<file path="config.mk">
export PLATFORM = sky130hd
export DESIGN_NAME = dhti_queue
export DESIGN_NICKNAME = d
export VERILOG_FILES = /design/src/rtl/dhti_pkg.sv /design/src/rtl/dhti_queue.sv
export SDC_FILE = /design/constraint.sdc
export NUM_CORES = 1
export LEC_CHECK = 0
export ABC_CLOCK_PERIOD_IN_PS = 7250
export CORE_ASPECT_RATIO = 1.4
export CORE_UTILIZATION = 48
export DETAILED_ROUTE_END_ITERATION = 6
export DONT_BUFFER_PORTS = 1
export GPL_TIMING_DRIVEN = 0
export SETUP_SLACK_MARGIN = 0.5
export SYNTH_ARGS = -nofsm -noshare
export SYNTH_HDL_FRONTEND = slang
export SYNTH_SLANG_ARGS = --single-unit
</file>
<file path="constraint.sdc">
create_clock -name clk_i -period 7.25 [get_ports clk_i]
set_input_delay 0.3625 -clock clk_i [delete_from_list [all_inputs] [get_ports clk_i]]
set_output_delay 0.3625 -clock clk_i [all_outputs]
set_load 0.02 [all_outputs]
</file>
<file path="src/rtl/dhti_pkg.sv">
`default_nettype none
// ----------------------------------------------------------------------------
// dhti_pkg
// Shared types, constants and helpers of the double hashing table.
// ----------------------------------------------------------------------------
package dhti_pkg;

  localparam int unsigned TABLE_SIZE = 1021;
  localparam int unsigned STEP_BASE  = 17;
  localparam int unsigned KEY_W      = 31;
  localparam int unsigned COUNT_W    = 10;
  localparam int unsigned COUNT_MAX  = (1 << COUNT_W) - 1;

  localparam int unsigned IDX_W  = $clog2(TABLE_SIZE);
  localparam int unsigned CNT_W  = $clog2(TABLE_SIZE + 2);
  localparam int unsigned SREM_W = $clog2(STEP_BASE);
  localparam int unsigned STEP_W = $clog2(STEP_BASE + 1);
  localparam int unsigned SAT_W  = (CNT_W > COUNT_W) ? CNT_W : COUNT_W;

  localparam int unsigned DIG_W  = 4;
  localparam int unsigned DIG_N  = (KEY_W + DIG_W - 1) / DIG_W;
  localparam int unsigned PAD_W  = DIG_N * DIG_W;
  localparam int unsigned DCNT_W = (DIG_N > 1) ? $clog2(DIG_N) : 1;

  typedef enum logic [1:0] {
    MODE_INSERT = 2'd0,
    MODE_QUERY  = 2'd1,
    MODE_CLEAR  = 2'd2,
    MODE_NONE   = 2'd3
  } mode_e;

  typedef enum logic [1:0] {
    F_IDLE,
    F_REDUCE,
    F_PUSH
  } front_state_e;

  typedef enum logic [1:0] {
    B_SWEEP,
    B_IDLE,
    B_READ,
    B_CHECK
  } back_state_e;

  typedef struct packed {
    mode_e              mode;
    logic [KEY_W-1:0]   key;
    logic [IDX_W-1:0]   home;
    logic [STEP_W-1:0]  step;
  } item_t;

  typedef struct packed {
    logic               used;
    logic [KEY_W-1:0]   key;
    logic [COUNT_W-1:0] probes;
  } slot_t;

  function automatic logic [COUNT_W-1:0] sat_count(input logic [CNT_W-1:0] c);
    logic [SAT_W-1:0] w;
    w = SAT_W'(c);
    if (w > SAT_W'(COUNT_MAX)) begin
      return '1;
    end
    return w[COUNT_W-1:0];
  endfunction

endpackage
`default_nettype wire

</file>
<file path="src/rtl/dhti_queue.sv">
`default_nettype none
// ----------------------------------------------------------------------------
// dhti_queue
// Two-entry queue that decouples key reduction from the probe walk.
// ----------------------------------------------------------------------------
module dhti_queue
  import dhti_pkg::*;
(
  input  wire logic  clk_i,
  input  wire logic  rst_ni,
  input  wire logic  push_i,
  input  wire item_t item_i,
  output logic       full_o,
  input  wire logic  pop_i,
  output item_t      item_o,
  output logic       empty_o
);

  item_t      ent_q [2];
  logic       wr_q, rd_q;
  logic [1:0] cnt_q;

  always_ff @(posedge clk_i or negedge rst_ni) begin
    if (!rst_ni) begin
      wr_q  <= 1'b0;
      rd_q  <= 1'b0;
      cnt_q <= '0;
    end else begin
      if (push_i) begin
        wr_q <= ~wr_q;
      end
      if (pop_i) begin
        rd_q <= ~rd_q;
      end
      cnt_q <= cnt_q + {1'b0, push_i} - {1'b0, pop_i};
    end
  end

  always_ff @(posedge clk_i) begin
    if (push_i) begin
      ent_q[wr_q] <= item_i;
    end
  end

  assign item_o  = ent_q[rd_q];
  assign full_o  = (cnt_q == 2'd2);
  assign empty_o = (cnt_q == 2'd0);

endmodule
`default_nettype wire

</file>
==> impl_metrics.json <==
{
  "run_status": "finished clean",
  "ys_seq_area_frac": 0.805,
  "tritoncts_clock_tree": "yes",
  "final-instance-count-excl-fill": 280,
  "post_synth.cell_area_avg_um2": 22.6,
  "synth.yosys.warnings": 0,
  "worst-slew-pin-transition_ns": 0.800,
  "grt_pass1_wl_um": 8290,
  "routed_wirelength_um": 5500,
  "drt_pre_antenna_iters": 4,
  "cts_made_buffers": 9,
  "achievable-frequency_ghz": 0.551,
  "gp_routability_congestion": 0.628,
  "finalMaxSlewViolations": 0,
  "max-clock-path-buffers": 2,
  "power_per_cell_area_nw_per_um2": 406,
  "drt_iter0_markers": 86,
  "design.core.area_um2": 7410,
  "irDropWorstVdd_mv": 0.228,
  "io_buffers": 0,
  "finish.net_count": 232,
  "finalWorstPathRequiredPeriod_ns": 1.82,
  "endpoint_kind": "primary output",
  "route.detailed.vias_per_inst": 5.30,
  "post-route-drc-count": 0,
  "grt-busiest-layer": "met2",
  "grt_use_met3": 0.0876,
  "antenna_violating_nets_remaining": 0,
  "grt_overflow": 0,
  "grt_start_max_net_pins": 26,
  "htree_num_levels": 3,
  "final_layout_size_suffix_gt1_frac": 0.377,
  "insertedDiodeCount": 0,
  "rows": 37,
  "initial_utilization": 0.500,
  "synth_cells": 164,
  "place.detailed.hpwl_um": 3840,
  "synth.top_cells.by_area": "edfxtp_1 78%, mux2_2 12%, mux2_4 4.1%",
  "worst-setup-path-type": "reg2out",
  "yosys_register_bits": 100,
  "critical_path_peak_fanout": 10,
  "worst_ep_arrival_ns": 1.45,
  "via_count": 1485,
  "rsz0062_at_grt": "no",
  "final_critical_path_setup_slack_ns": 5.43,
  "netlist.area_leader.share": 0.778,
  "hold_violations": 0,
  "wire_length_per_cell_after_detailed_routing_um": 19.7,
  "hold_path.class": "in2reg",
  "synth.lib_cells_used.distinct": 14,
  "worst_slew_margin_rel": 0.466,
  "timing.final.setup_violations": 0,
  "clkLatencyLatePin_ns": 0.35,
  "worstSetupStartpointType": "flip-flop",
  "clk_root_buffer_cell": "clkbuf_8",
  "setup_tns_ns": 0,
  "worst_ep_required_time_ns": 6.89,
  "place.detailed.instances": 263,
  "antenna_found_initial": 0,
  "post-synth-top-area-cell": "edfxtp_1",
  "place_ws_ns": 5.57,
  "period_share": 0.250,
  "syn_area_um2": 3710,
  "first_global_vias": 1637,
  "grt_util_met1": 0.127,
  "cap_viol_max_count": 0,
  "die_h_um": 106,
  "grt.met2_usage": 0.254,
  "static-leakage-power_uw": 0.00138,
  "synthToLayoutAreaGrowth_pct": 10.2,
  "die_x_um": 76.3,
  "timing.hold.ws_ns": 0.102,
  "die_area_um2": 8080,
  "path_clk_slew_ns": 0.08,
  "final_clock_skew_ns": 0.00587,
  "cts-resized-gates": 0,
  "io-pin-count": 102,
  "grt_usage": 0.142,
  "clock_sinks": 100,
  "synth.net_count": 218
}
==> through the flow <==
stage / instance area, um^2 / utilization / total power, uW
5_1_grt: 4090 / 0.552 / 1730
3_5_place_dp: 3890 / 0.525 / 1360
4_1_cts: 4090 / 0.552 / 1680
3_3_place_gp: 3830 / 0.517 / 1330
6_report: 4090 / 0.552 / 1660
2_1_floorplan: 3710 / - / 1260
==> layout make-up <==
cell class / count / area, um^2
Buffer: 5 / 48.8
Clock buffer: 11 / 131
Clock inverter: 5 / 52.6
Fill cell: 584 / 3320
Inverter: 2 / 7.51
Multi-Input combinational cell: 57 / 676
Sequential cell: 100 / 2980
Tap cell: 97 / 121
Timing Repair Buffer: 3 / 65.1
==> path summary, 6_finish.rpt <==
check	start	to	slack, ns	depth (start not counted)
worst max-delay path	rd_q	item_o[31]	5.43	3
worst min-delay path	pop_i	rd_q	0.10	1
worst max register to register	wr_q	ent_q[0][10]	5.60	2
worst min register to register	wr_q	wr_q	0.57	1
max in group asynchronous	rst_ni	cnt_q[1]	6.80	1
min in group asynchronous	rst_ni	cnt_q[0]	0.28	1
==> logic make-up after synthesis <==
logic type / Yosys count / synth area share
xor gates and xnor gates: 3 / 0.0111
adders and majority gates: 2 / 0.00675
buffers and inverters: 7 / 0.0152
DFF: 100 / 0.805
muxes: 48 / 0.156
and+or+nand+nor: 4 / 0.00608
==> cells in the final DEF, fill, tap and decap left out <==
cell	instances
edfxtp_1	96
clkbuf_8	9
nor2b_1	1
buf_6	1
buf_4	3
mux2_2	38
inv_1	2
clkinv_1	2
buf_8	1
dlygate4sd3_1	1
buf_16	2
bufinv_16	1
ha_1	2
nor2_1	1
mux2_4	10
xor2_1	2
clkbuf_1	2
xor3_1	1
clkinvlp_4	2
nor2b_4	1
and2_2	1
dfrtp_1	4
==> critical path, stage by stage (launching register included) <==
cell     delay [ns]
dfrtp_1        0.41
buf_6          0.18
buf_8          0.17
mux2_4         0.35
==> flip-flops by register name (all words and copies together) (netlist names) <==
| register | cells |
|---|---|
| cnt_q | 2 |
| wr_q | 1 |
| ent_q | 96 |
| rd_q | 1 |
==> cell usage after synthesis <==
cell type	number
and2_1	1
buf_4	3
buf_6	1
buf_8	1
dfrtp_1	4
edfxtp_1	96
ha_1	2
inv_1	2
mux2_2	38
mux2_4	10
nor2_1	1
nor2b_1	2
xor2_1	2
xor3_1	1
==> layer usage <==
layer | part of all wire | wire length (um)
met5 | 0 | 0
met4 | 0.015 | 80
met3 | 0.11 | 588
met2 | 0.54 | 2970
met1 | 0.34 | 1870
==> report_power, final <==
| part | internal, uW | switching, uW |
|---|---|---|
| sequential | 768 | 34.6 |
| combinational | 204 | 330 |
| clock | 157 | 166 |
| total | 1130 | 531 |
==> what timing repair did <==
item,CTS,global route
hold buffers,1,0
endpoints found under the hold margin,4,0
buffers inserted,0,0
No activity file was read; power rests on OpenSTA's default activity.
