--- src/rtl/dhti_pkg.sv ---
`default_nettype none
// ----------------------------------------------------------------------------
// dhti_pkg
// Shared types, constants and helpers of the double hashing table.
// ----------------------------------------------------------------------------
package dhti_pkg;

  localparam int unsigned TABLE_SIZE = 1021;
  localparam int unsigned STEP_BASE  = 17;
  localparam int unsigned KEY_W      = 31;
  localparam int unsigned COUNT_W    = 10;
  localparam int unsigned COUNT_MAX  = (1 << COUNT_W) - 1;

  localparam int unsigned IDX_W  = $clog2(TABLE_SIZE);
  localparam int unsigned CNT_W  = $clog2(TABLE_SIZE + 2);
  localparam int unsigned SREM_W = $clog2(STEP_BASE);
  localparam int unsigned STEP_W = $clog2(STEP_BASE + 1);
  localparam int unsigned SAT_W  = (CNT_W > COUNT_W) ? CNT_W : COUNT_W;

  localparam int unsigned DIG_W  = 4;
  localparam int unsigned DIG_N  = (KEY_W + DIG_W - 1) / DIG_W;
  localparam int unsigned PAD_W  = DIG_N * DIG_W;
  localparam int unsigned DCNT_W = (DIG_N > 1) ? $clog2(DIG_N) : 1;

  typedef enum logic [1:0] {
    MODE_INSERT = 2'd0,
    MODE_QUERY  = 2'd1,
    MODE_CLEAR  = 2'd2,
    MODE_NONE   = 2'd3
  } mode_e;

  typedef enum logic [1:0] {
    F_IDLE,
    F_REDUCE,
    F_PUSH
  } front_state_e;

  typedef enum logic [1:0] {
    B_SWEEP,
    B_IDLE,
    B_READ,
    B_CHECK
  } back_state_e;

  typedef struct packed {
    mode_e              mode;
    logic [KEY_W-1:0]   key;
    logic [IDX_W-1:0]   home;
    logic [STEP_W-1:0]  step;
  } item_t;

  typedef struct packed {
    logic               used;
    logic [KEY_W-1:0]   key;
    logic [COUNT_W-1:0] probes;
  } slot_t;

  function automatic logic [COUNT_W-1:0] sat_count(input logic [CNT_W-1:0] c);
    logic [SAT_W-1:0] w;
    w = SAT_W'(c);
    if (w > SAT_W'(COUNT_MAX)) begin
      return '1;
    end
    return w[COUNT_W-1:0];
  endfunction

endpackage
`default_nettype wire

--- src/rtl/dhti_front.sv ---
`default_nettype none
// ----------------------------------------------------------------------------
// dhti_front
// Accepts commands and reduces the key to its home slot and probe step.
// ----------------------------------------------------------------------------
module dhti_front
  import dhti_pkg::*;
(
  input  wire logic             clk_i,
  input  wire logic             rst_ni,
  input  wire logic             take_i,
  input  wire mode_e            mode_i,
  input  wire logic [KEY_W-1:0] key_i,
  output logic                  busy_o,
  output logic                  push_o,
  output item_t                 item_o,
  input  wire logic             full_i
);

  front_state_e       state_q, state_d;
  mode_e              mode_q;
  logic [PAD_W-1:0]   shift_q, shift_d;
  logic [IDX_W-1:0]   rtab_q, rtab_d;
  logic [SREM_W-1:0]  rstp_q, rstp_d;
  logic [DCNT_W-1:0]  dig_q, dig_d;
  logic [IDX_W:0]     t1;
  logic [SREM_W:0]    t2;

  always_ff @(posedge clk_i or negedge rst_ni) begin
    if (!rst_ni) begin
      state_q <= F_IDLE;
    end else begin
      state_q <= state_d;
    end
  end

  always_ff @(posedge clk_i) begin
    if (state_q == F_IDLE && take_i) begin
      mode_q <= mode_i;
    end
    shift_q <= shift_d;
    rtab_q  <= rtab_d;
    rstp_q  <= rstp_d;
    dig_q   <= dig_d;
  end

  always_comb begin
    state_d = state_q;
    shift_d = shift_q;
    rtab_d  = rtab_q;
    rstp_d  = rstp_q;
    dig_d   = dig_q;
    push_o  = 1'b0;
    t1      = '0;
    t2      = '0;
    unique case (state_q)
      F_IDLE: begin
        if (take_i) begin
          shift_d = PAD_W'(key_i);
          rtab_d  = '0;
          rstp_d  = '0;
          dig_d   = '0;
          if (mode_i == MODE_INSERT || mode_i == MODE_QUERY) begin
            state_d = F_REDUCE;
          end else begin
            state_d = F_PUSH;
          end
        end
      end
      F_REDUCE: begin
        for (int i = 0; i < DIG_W; i++) begin
          t1 = {rtab_d, shift_q[PAD_W-1-i]};
          if (t1 >= (IDX_W+1)'(TABLE_SIZE)) begin
            t1 = t1 - (IDX_W+1)'(TABLE_SIZE);
          end
          rtab_d = t1[IDX_W-1:0];
          t2 = {rstp_d, shift_q[PAD_W-1-i]};
          if (t2 >= (SREM_W+1)'(STEP_BASE)) begin
            t2 = t2 - (SREM_W+1)'(STEP_BASE);
          end
          rstp_d = t2[SREM_W-1:0];
        end
        shift_d = {shift_q[PAD_W-DIG_W-1:0], shift_q[PAD_W-1 -: DIG_W]};
        dig_d   = dig_q + 1'b1;
        if (dig_q == DCNT_W'(DIG_N - 1)) begin
          state_d = F_PUSH;
        end
      end
      F_PUSH: begin
        if (!full_i) begin
          push_o  = 1'b1;
          state_d = F_IDLE;
        end
      end
      default: state_d = F_IDLE;
    endcase
  end

  always_comb begin
    item_o.mode = mode_q;
    item_o.key  = shift_q[KEY_W-1:0];
    item_o.home = rtab_q;
    item_o.step = STEP_W'(STEP_BASE) - STEP_W'(rstp_q);
  end

  assign busy_o = (state_q != F_IDLE);

endmodule
`default_nettype wire

--- config.mk ---
export PLATFORM = sky130hd
export DESIGN_NAME = dhti_front
export DESIGN_NICKNAME = d
export VERILOG_FILES = /design/src/rtl/dhti_pkg.sv /design/src/rtl/dhti_front.sv
export SDC_FILE = /design/constraint.sdc
export NUM_CORES = 1
export LEC_CHECK = 0
export CAP_MARGIN = 20
export CORE_MARGIN = 3
export CORE_UTILIZATION = 26
export CTS_BUF_LIST = sky130_fd_sc_hd__clkbuf_8
export DETAILED_ROUTE_END_ITERATION = 16
export DONT_BUFFER_PORTS = 1
export GPL_ROUTABILITY_DRIVEN = 1
export PLACE_DENSITY = 0.41
export SETUP_SLACK_MARGIN = 0.5
export SYNTH_ARGS = -nofsm -noshare
export SYNTH_HDL_FRONTEND = slang
export SYNTH_SLANG_ARGS = --single-unit
--- constraint.sdc ---
create_clock -name clk_i -period 6.5 [get_ports clk_i]
set_input_delay 0.325 -clock clk_i [delete_from_list [all_inputs] [get_ports clk_i]]
set_output_delay 0.325 -clock clk_i [all_outputs]
set_load 0.05 [all_outputs]
==> reports/summary.txt, run 1 <==
setup repair after global routing missed its margin = false
WHS = 0.0922 ns
I/O pins = 87
Worst path most repeated cell = ha_1
Worst Path Max Fanout = 9
initial drt markers = 217
Total Routing Usage GR = 12.0%
number of synthesized flops with an enable pin = 52
Ys Warns = 0
ys flop type = edfxtp_1
die area = 18500 um^2
Clock Skews = 0.00770 ns
status = complete, no violations
Initial Util = 27.1%
setup violators final = 0
CTS tree = yes
Final Hold Vio Count = 0
vias in the first global route = 3294
CTS Buf Count = 5
gpl congestion = 0.788
final period utilization = 85.9%
Final Cell Area = 4570 um^2
Die Wd = 136 um
sequential share of the synthesized area = 36.7%
startpoint types = flop
Core ar. = 16200 um^2
vias = 3403
Syn Nets = 553
final wirelength = 11200 um
dpl hpwl = 8180 um
TritonRoute pass-1 iters = 4
grt ovf = 0
first-pass GRT wire length = 17700 um
routed vias/inst = 4.92
Worst path max stage delay = 0.54 ns
CTS Root Cell = clkbuf_8
Worst Max-Slew Pin Slew = 0.957 ns
final period demand of the worst path = 5.58 ns
largest net degree at the start of global routing = 51
fin. max-slew vios = 0
WP buf/inv = 3
post-DR wirelength/cell = 16.2 um
Largest delay share family, worst path = simple AND/OR/NAND/NOR gates
I/O Buffers = 0
Ant. Diodes = 0
critical path class = flop to flop
placed cell area = 4430 um^2
H-tree levels = 2
Yosys cell types = 76
Clock Tree Buf Depth = 2
# clock sinks = 54
clk_lat worst skew = 0.33 ns
Critical Path, Cell by Cell = buf_4 > inv_1 > ha_1 > and3b_1 > o21a_1 > xnor2_2 > ha_1 > nor2_1 > o211ai_1 > nand2_1 > xnor2_2 > ha_1 > nor4bb_1 > mux2i_1 > a21o_1 > xnor2_1 > ha_1 > inv_1 > or4_1 > a21boi_2 > mux2_2 > nor2_1
Area Growth Syn to Fin = 3.90%
CTS clk-pin slew, worst paths = 0.10 ns
Post-Synthesis Cells = 503
layout cells sized above 1 = 11.6%
Crit. End Element = flop
Mean Syn Cell Area = 8.74 um^2
worst hold path class = input pin to flop
DRC viols = 0
Critical Path AT = 5.76 ns
FF+latch count, synth = 54
Synth Cell Area = 4390 um^2
antenna viol nets, final = 0
critical path required time = 6.67 ns
Slew Limit Headroom = 36.2%
FFs w/ async S/R, synth = 3.70%
MaxCap Viol Count = 0
Max Clock Freq = 0.179 GHz
critical path's slowest cell = or4_1
antenna violations before repair = 0
Die Y = 136 um
post-layout net count = 524
Final TNS setup = 0 ns
FP Rows = 46
placed cells by master, fill, tap and decap left out, drive strengths merged, types with 11 or more instances in the layout:
master	netlist	layout
nand3	14	14
ha	13	13
inv	13	15
buf	37	13
o21ai	23	23
nand2	117	117
nor2	34	34
mux2i	13	13
xnor2	22	22
a21oi	17	17
nor3	11	11
edfxtp	52	52
synthesized netlist by cell type (11+ instances only):
| library cell | instances | area, um^2 |
|---|---|---|
| a21oi_1 | 17 | 85.1 |
| buf_4 | 33 | 248 |
| clkbuf_1 | 13 | 48.8 |
| edfxtp_1 | 52 | 1560 |
| ha_1 | 13 | 163 |
| inv_1 | 12 | 45.0 |
| mux2i_1 | 11 | 110 |
| nand2_1 | 116 | 435 |
| nand3_1 | 11 | 55.1 |
| nor2_1 | 33 | 124 |
| nor3_1 | 11 | 55.1 |
| o21ai_0 | 21 | 105 |
| xnor2_1 | 20 | 175 |
sequential cells by signal, summed over array words and instances, names as in the netlist:
signal   cells
mode_q       2
dig_q        3
state_q      2
rstp_q       5
shift_q     32
rtab_q      10
timing repair:
action	in CTS	in global routing
setup buffers	0	3
hold buffers	1	0
endpoints found under the setup margin	0	4
hold endpoints to repair	2	0
gates resized for setup	0	3
final cells by class:
type / instances / area [um^2]
inverter: 17 / 63.8
tap: 216 / 270
multi-input combinational: 382 / 2430
clock inverter: 3 / 17.5
sequential: 54 / 1610
clock buffer: 5 / 68.8
timing repair buffer: 14 / 108
fill: 1738 / 11700
kinds of logic (layout without fill, tap and decap cells):
| family | Yosys count | after routing | share of synthesized area, % |
|---|---|---|---|
| AND/OR/NAND/NOR | 235 | 235 | 25.8 |
| AO/OA/AOI/OAI | 93 | 93 | 15.4 |
| buffers and inverters | 67 | 39 | 8.94 |
| flip-flops | 54 | 54 | 36.7 |
| XOR/XNOR | 24 | 24 | 5.13 |
| multiplexers | 16 | 16 | 4.10 |
| adder cells (fa/ha/maj) | 14 | 14 | 3.93 |
stage by stage:
step           worst slack (ns)  cells  util [%]
3_5_place_dp              0.575    679      27.3
6_report                  0.915    691      28.1
5_1_grt                   0.515    691      28.1
3_3_place_gp              0.847    679      27.3
2_1_floorplan              1.13    503         -
4_1_cts                   0.539    688      27.9
worst paths after layout:
path | from | endpoint | slack [ns] | depth (start not counted)
max | rstp_q[1]$_SDFFCE_PN0P_ | rstp_q[1]$_SDFFCE_PN0P_ | 0.92 | 22
min | mode_i[0] | mode_q[0]$_DFFE_PP_ | 0.09 | 0
max reg2reg | rstp_q[1]$_SDFFCE_PN0P_ | rstp_q[1]$_SDFFCE_PN0P_ | 0.92 | 22
min reg2reg | dig_q[0]$_SDFFCE_PN0P_ | dig_q[0]$_SDFFCE_PN0P_ | 0.58 | 1
max in group asynchronous | rst_ni | state_q[0]$_DFFE_PN0P_ | 6.16 | 1
min in group asynchronous | rst_ni | state_q[1]$_DFFE_PN0P_ | 0.22 | 1
routing by layer:
metal | routed length (um) | up-vias | global-route usage (%)
met5 | 0 | - | 0
met4 | 95 | 0 | 2.52
met3 | 802 | 7 | 4.15
met2 | 5000 | 92 | 18.7
met1 | 5270 | 1596 | 16.2
li1 | - | 1708 | -
Power of run 1 is not shown: default switching activity piles up to over one toggle a cycle in this logic, so the estimate is an artifact.
==> run 2: changes to the inputs <==
PLACE_DENSITY = not set   (was 0.41)
==> run 2 against run 1 <==
Net effect:
- clock skew down 0.0012 ns
- critical endpoint unchanged
- setup slack better by 0.080 ns
- cell count down 0.58%
- design area about the same
- sequential cell count unchanged
- via count up 0.59%
- sequential share of layout area about the same
- die area unchanged
- fmax up 1.5%
- worst hold slack better by 0.00057 ns
- routed wire length down 4.8%
- largest cell class unchanged
- core utilization about the same
- critical path type unchanged
==> reports/summary.txt, run 2 (synthesis results as in run 1) <==
status = complete, no violations
Final Hold Vio Count = 0
Slew Limit Headroom = 39.0%
Multi-input gate area = 2430 um^2
dpl hpwl = 8010 um
critical path required time = 6.66 ns
die area = 18500 um^2
WHS = 0.0928 ns
Worst path most repeated cell = ha_1
clk_lat worst skew = 0.32 ns
TritonRoute pass-1 iters = 5
grt ovf = 0
commonest non-fill, non-tap cells in the layout = 115 x nand2_1, 52 x edfxtp_1, 32 x nor2_1
# clock sinks = 54
largest register by flop count = shift_q
Final TNS setup = 0 ns
Critical Path, Cell by Cell = buf_4 > inv_1 > ha_1 > and3b_1 > o21a_2 > xnor2_2 > ha_1 > nor2_1 > o211ai_1 > nand2_2 > xnor2_2 > ha_1 > nor4bb_1 > mux2i_1 > a21o_1 > xnor2_1 > ha_1 > inv_1 > or4_1 > a21boi_2 > mux2_2 > nor2_1
first-pass GRT wire length = 17300 um
hold path depth = 0
worst reg2reg path endpoint = rstp_q[1]$_SDFFCE_PN0P_
fin. max-slew vios = 0
filler instances = 1727
Worst Max-Slew Pin Slew = 0.915 ns
CTS Buf Count = 5
hold_sp = mode_i[0]
Die Wd = 136 um
critical path's slowest cell = or4_1
setup repair after global routing missed its margin = false
biggest regs = shift_q x32, rtab_q x10, rstp_q x5
most common cell after layout, fill and taps aside = nand2_1
initial drt markers = 153
DRC viols = 0
routed vias/inst = 4.98
Reg area = 1610 um^2
Worst path max stage delay = 0.52 ns
Ant. Diodes = 0
Initial Util = 27.1%
Area Growth Syn to Fin = 3.93%
vias = 3423
critical path class = flop to flop
I/O pins = 87
final wirelength = 10600 um
antenna violations before repair = 1
Total Routing Usage GR = 11.5%
H-tree levels = 2
MaxCap Viol Count = 0
setup violators final = 0
Clock Skews = 0.00647 ns
Worst Hold Path EP = mode_q[0]$_DFFE_PP_
worst r2r path cells = 22
Max Clock Freq = 0.182 GHz
Worst Path Max Fanout = 9
post-layout net count = 520
Clock Tree Buf Depth = 2
final period utilization = 84.7%
largest net degree at the start of global routing = 48
CTS Root Cell = clkbuf_8
antenna viol nets, final = 0
Crit. End Element = flop
Die Y = 136 um
post-DR wirelength/cell = 15.5 um
Largest register FFs = 32
R2R Setup Slk = 1.0 ns
CTS clk-pin slew, worst paths = 0.11 ns
Core ar. = 16200 um^2
Critical Path AT = 5.67 ns
I/O Buffers = 0
layout cells sized above 1 = 11.7%
FP Rows = 46
vias in the first global route = 3409
final period demand of the worst path = 5.50 ns
Reg-to-Reg Start = rstp_q[1]$_SDFFCE_PN0P_
gpl congestion = 0.788
worst hold path class = input pin to flop
startpoint types = flop
CTS tree = yes
## run 2: changes by cell type in the layout (fill, tap and decap cells not counted), sizes merged
cell / previous run / this run
bufinv: 0 / 1
inv: 15 / 14
buf: 13 / 9
## run 2: worst max-delay path: cells and delay by family, from the launching register on
kind	cells	cell delay, ns
AND/OR/NAND/NOR	6	1.36
adder cells (fa/ha/maj)	4	0.99
AO/OA/AOI/OAI	4	0.96
XOR/XNOR	3	0.76
multiplexers	2	0.52
buffers and inverters	3	0.41
flip-flops	1	0.34
## run 2: worst max-delay path by stage
stage | endpoint | from | slack [ns]
floorplan | rstp_q[1]$_SDFFCE_PN0P_ | rstp_q[0]$_SDFFCE_PN0P_ | 1.13
global placement | rstp_q[1]$_SDFFCE_PN0P_ | shift_q[31]$_SDFFCE_PN0P_ | 0.69
detailed placement | rstp_q[1]$_SDFFCE_PN0P_ | shift_q[31]$_SDFFCE_PN0P_ | 0.28
CTS | rstp_q[1]$_SDFFCE_PN0P_ | rstp_q[1]$_SDFFCE_PN0P_ | 0.58
global route | rstp_q[1]$_SDFFCE_PN0P_ | rstp_q[1]$_SDFFCE_PN0P_ | 0.49
finish | rstp_q[1]$_SDFFCE_PN0P_ | rstp_q[1]$_SDFFCE_PN0P_ | 1.0
## run 2: through the flow
step / cell area (um^2) / setup WS [ns] / utilization, % / std cells
2_1_floorplan: 4390 / 1.13 / - / 503
3_3_place_gp: 4410 / 0.687 / 27.2 / 677
3_5_place_dp: 4410 / 0.277 / 27.2 / 677
4_1_cts: 4540 / 0.583 / 28.0 / 687
5_1_grt: 4570 / 0.492 / 28.1 / 687
6_report: 4570 / 0.996 / 28.1 / 687
## run 2: repair_timing
item,4_1_cts,5_1_grt
setup endpoints to repair,4,4
hold endpoints to repair,2,0
buffers inserted,1,0
hold buffers,1,0
gates resized for setup,1,5
## run 2: area by class of cell
class                      instances  share of cell area (%)
clock buffer                       5                    1.51
clock inverter                     3                   0.959
inverter                          17                    1.42
multi-input combinational        382                    53.2
sequential                        54                    35.3
tap                              216                    5.92
timing repair buffer              10                    1.70
## run 2: metal layers
layer	vias up	track usage, %	part of all wire, %
li1	1702	-	-
met1	1608	14.6	44
met2	98	18.8	46
met3	13	3.74	8.4
met4	2	3.25	1.5
met5	-	0	0.12
Power of run 2 is left out for the same reason.
==> run 3: changes to the inputs <==
ABC_AREA = 1   (was not set)
clock period = 5.1 ns   (was 6.5 ns; I/O delays follow)
==> run 3 against run 2 <==
Net effect:
- worst hold slack got worse by 0.062 ns
- core utilization is 0.83 points higher
- via count grew 15%
- sequential cell count unchanged
- fmax up 28%
- clock-buffer cell count did not move
- critical endpoint is now rstp_q[3]$_SDFFCE_PN0P_
- highest routed layer is now met4
==> reports/summary.txt, run 3 <==
status = complete, no violations
Die Y = 139 um
Die Wd = 139 um
Critical Path AT = 4.36 ns
TritonRoute pass-1 iters = 5
Ant. Diodes = 0
CTS clk-pin slew, worst paths = 0.10 ns
Worst Max-Slew Pin Slew = 1.09 ns
grt ovf = 0
Compound-Gate Fraction of Synth Area = 4.57%
Final Hold Vio Count = 0
Slew Limit Headroom = 26.7%
final wirelength = 11700 um
gpl congestion = 0.894
Clock Skews = 0.00809 ns
Post-Synthesis Cells = 646
# clock sinks = 54
post-layout net count = 688
placed insts = 845
critical path required time = 5.15 ns
final worst slack = 0.791 ns
Synth Area in Adders = 3.54%
final period demand of the worst path = 4.31 ns
Core ar. = 17300 um^2
Synth top cells by count = 235 x nand2_1, 58 x inv_1, 52 x edfxtp_1
Place WS = 0.347 ns
ys flop type = edfxtp_1
WP buf/inv = 2
Post-Synth XOR/XNOR Area = 3.62%
Synth Cell Area = 4600 um^2
largest net degree at the start of global routing = 49
initial drt markers = 259
critical path's slowest cell = edfxtp_1
setup repair after global routing missed its margin = false
H-tree levels = 2
CTS Root Cell = clkbuf_8
routed vias/inst = 4.56
Syn Nets = 696
layout cells sized above 1 = 16.9%
Largest register FFs = 32
Worst Path Max Fanout = 6
Clock Tree Buf Depth = 2
Area Growth Syn to Fin = 8.89%
post-synth top area cell = edfxtp_1
Crit. End Element = flop
die area = 19300 um^2
startpoint types = flop
FF+latch count, synth = 54
commonest non-fill, non-tap cells in the layout = 233 x nand2_1, 58 x inv_1, 52 x edfxtp_1
Synth top area share = 33.9%
final period utilization = 84.5%
MaxCap Viol Count = 0
sequential share of the synthesized area = 35.0%
antenna violations before repair = 0
Largest delay share family, worst path = simple AND/OR/NAND/NOR gates
CTS tree = yes
top post-synthesis cells by area = edfxtp_1 34%, nand2_1 19%, buf_4 5.2%, nand3_1 5.1%, inv_1 4.7%
I/O pins = 87
most common cell after layout, fill and taps aside = nand2_1
count leader, synth = nand2_1
worst hold path class = input pin to flop
Worst path most repeated cell = nand2_1
Total Routing Usage GR = 11.9%
main combinational cell family by area after synthesis = simple AND/OR/NAND/NOR gates
post-synthesis mux area share = 0%
dpl hpwl = 8710 um
CTS Buf Count = 5
Final TNS setup = 0 ns
Mean Syn Cell Area = 7.12 um^2
I/O Buffers = 0
critical path class = flop to flop
FFs w/ async S/R, synth = 3.70%
setup violators final = 0
post-synthesis simple-gate area fraction = 41.1%
Ys Warns = 0
Initial Util = 26.6%
DRC viols = 0
Max Clock Freq = 0.232 GHz
final cell count without fillers = 864
vias in the first global route = 3730
clk_lat worst skew = 0.32 ns
number of synthesized flops with an enable pin = 52
antenna viol nets, final = 0
FP Rows = 48
Yosys cell types = 35
Critical Path, Cell by Cell = inv_1 > buf_4 > ha_1 > o21ai_1 > nand2_2 > xor2_4 > ha_1 > nand3_1 > nor2_1 > o21ai_2 > xor2_2 > ha_1 > nand2_1 > nor2_2 > nand2_1 > nand2_1 > nand2_4 > xor2_4 > ha_2 > nand3_1 > o21ai_4 > nand3_2 > nand2_1 > a21oi_1
vias = 3943
biggest regs = shift_q x32, rtab_q x10, rstp_q x5
first-pass GRT wire length = 19100 um
post-DR wirelength/cell = 13.6 um
largest register by flop count = shift_q
R2R Setup Slk = 0.79 ns
fin. max-slew vios = 0
Worst path max stage delay = 0.36 ns
run 3: cell type report:
class / count / area, um^2
Fill cell: 1891 / 12300
Timing Repair Buffer: 28 / 225
Inverter: 72 / 273
Clock buffer: 5 / 68.8
Sequential cell: 54 / 1610
Clock inverter: 3 / 23.8
Tap cell: 225 / 282
Multi-Input combinational cell: 477 / 2530
run 3: cells by family after synthesis:
| family | count (synthesis) |
|---|---|
| buffers and inverters | 115 |
| AOI/OAI and AO/OA | 38 |
| DFF | 54 |
| adders and majority gates | 13 |
| and+or+nand+nor | 407 |
| xor gates and xnor gates | 19 |
run 3: final timing paths:
kind | end | from | cells after the start
max | rstp_q[3]$_SDFFCE_PN0P_ | rstp_q[0]$_SDFFCE_PN0P_ | 24
min | mode_q[0]$_DFFE_PP_ | mode_i[0] | 0
max reg2reg | rstp_q[3]$_SDFFCE_PN0P_ | rstp_q[0]$_SDFFCE_PN0P_ | 24
min reg2reg | dig_q[0]$_SDFFCE_PN0P_ | dig_q[0]$_SDFFCE_PN0P_ | 1
max in group asynchronous | state_q[1]$_DFFE_PN0P_ | rst_ni | 1
min in group asynchronous | state_q[0]$_DFFE_PN0P_ | rst_ni | 1
run 3: what timing repair did:
item / 4_1_cts / 5_1_grt
resized for setup: 2 / 15
pin swaps: 1 / 6
buffers inserted: 1 / 8
hold endpoints to repair: 2 / 0
setup endpoints to repair: 4 / 15
hold buffers: 1 / 0
run 3: stage by stage:
stage | utilization, % | area [um^2] | hold slack, ns
after global placement | 27.4 | 4730 | -0.0405
final | 29.0 | 5010 | 0.0307
after CTS | 28.1 | 4850 | 0.00991
after global routing | 29.0 | 5010 | 0.00478
after floorplan | - | 4600 | -0.0406
after detailed placement | 27.4 | 4730 | -0.0405
run 3: layer usage:
| metal | wire length (um) | up-vias | global-route usage [%] |
|---|---|---|---|
| li1 | - | 2026 | - |
| met3 | 860 | 5 | 3.48 |
| met5 | 0 | - | 0 |
| met2 | 5270 | 132 | 19.4 |
| met1 | 5580 | 1780 | 16.2 |
| met4 | 36 | 0 | 1.44 |
Power of run 3 is left out for the same reason.
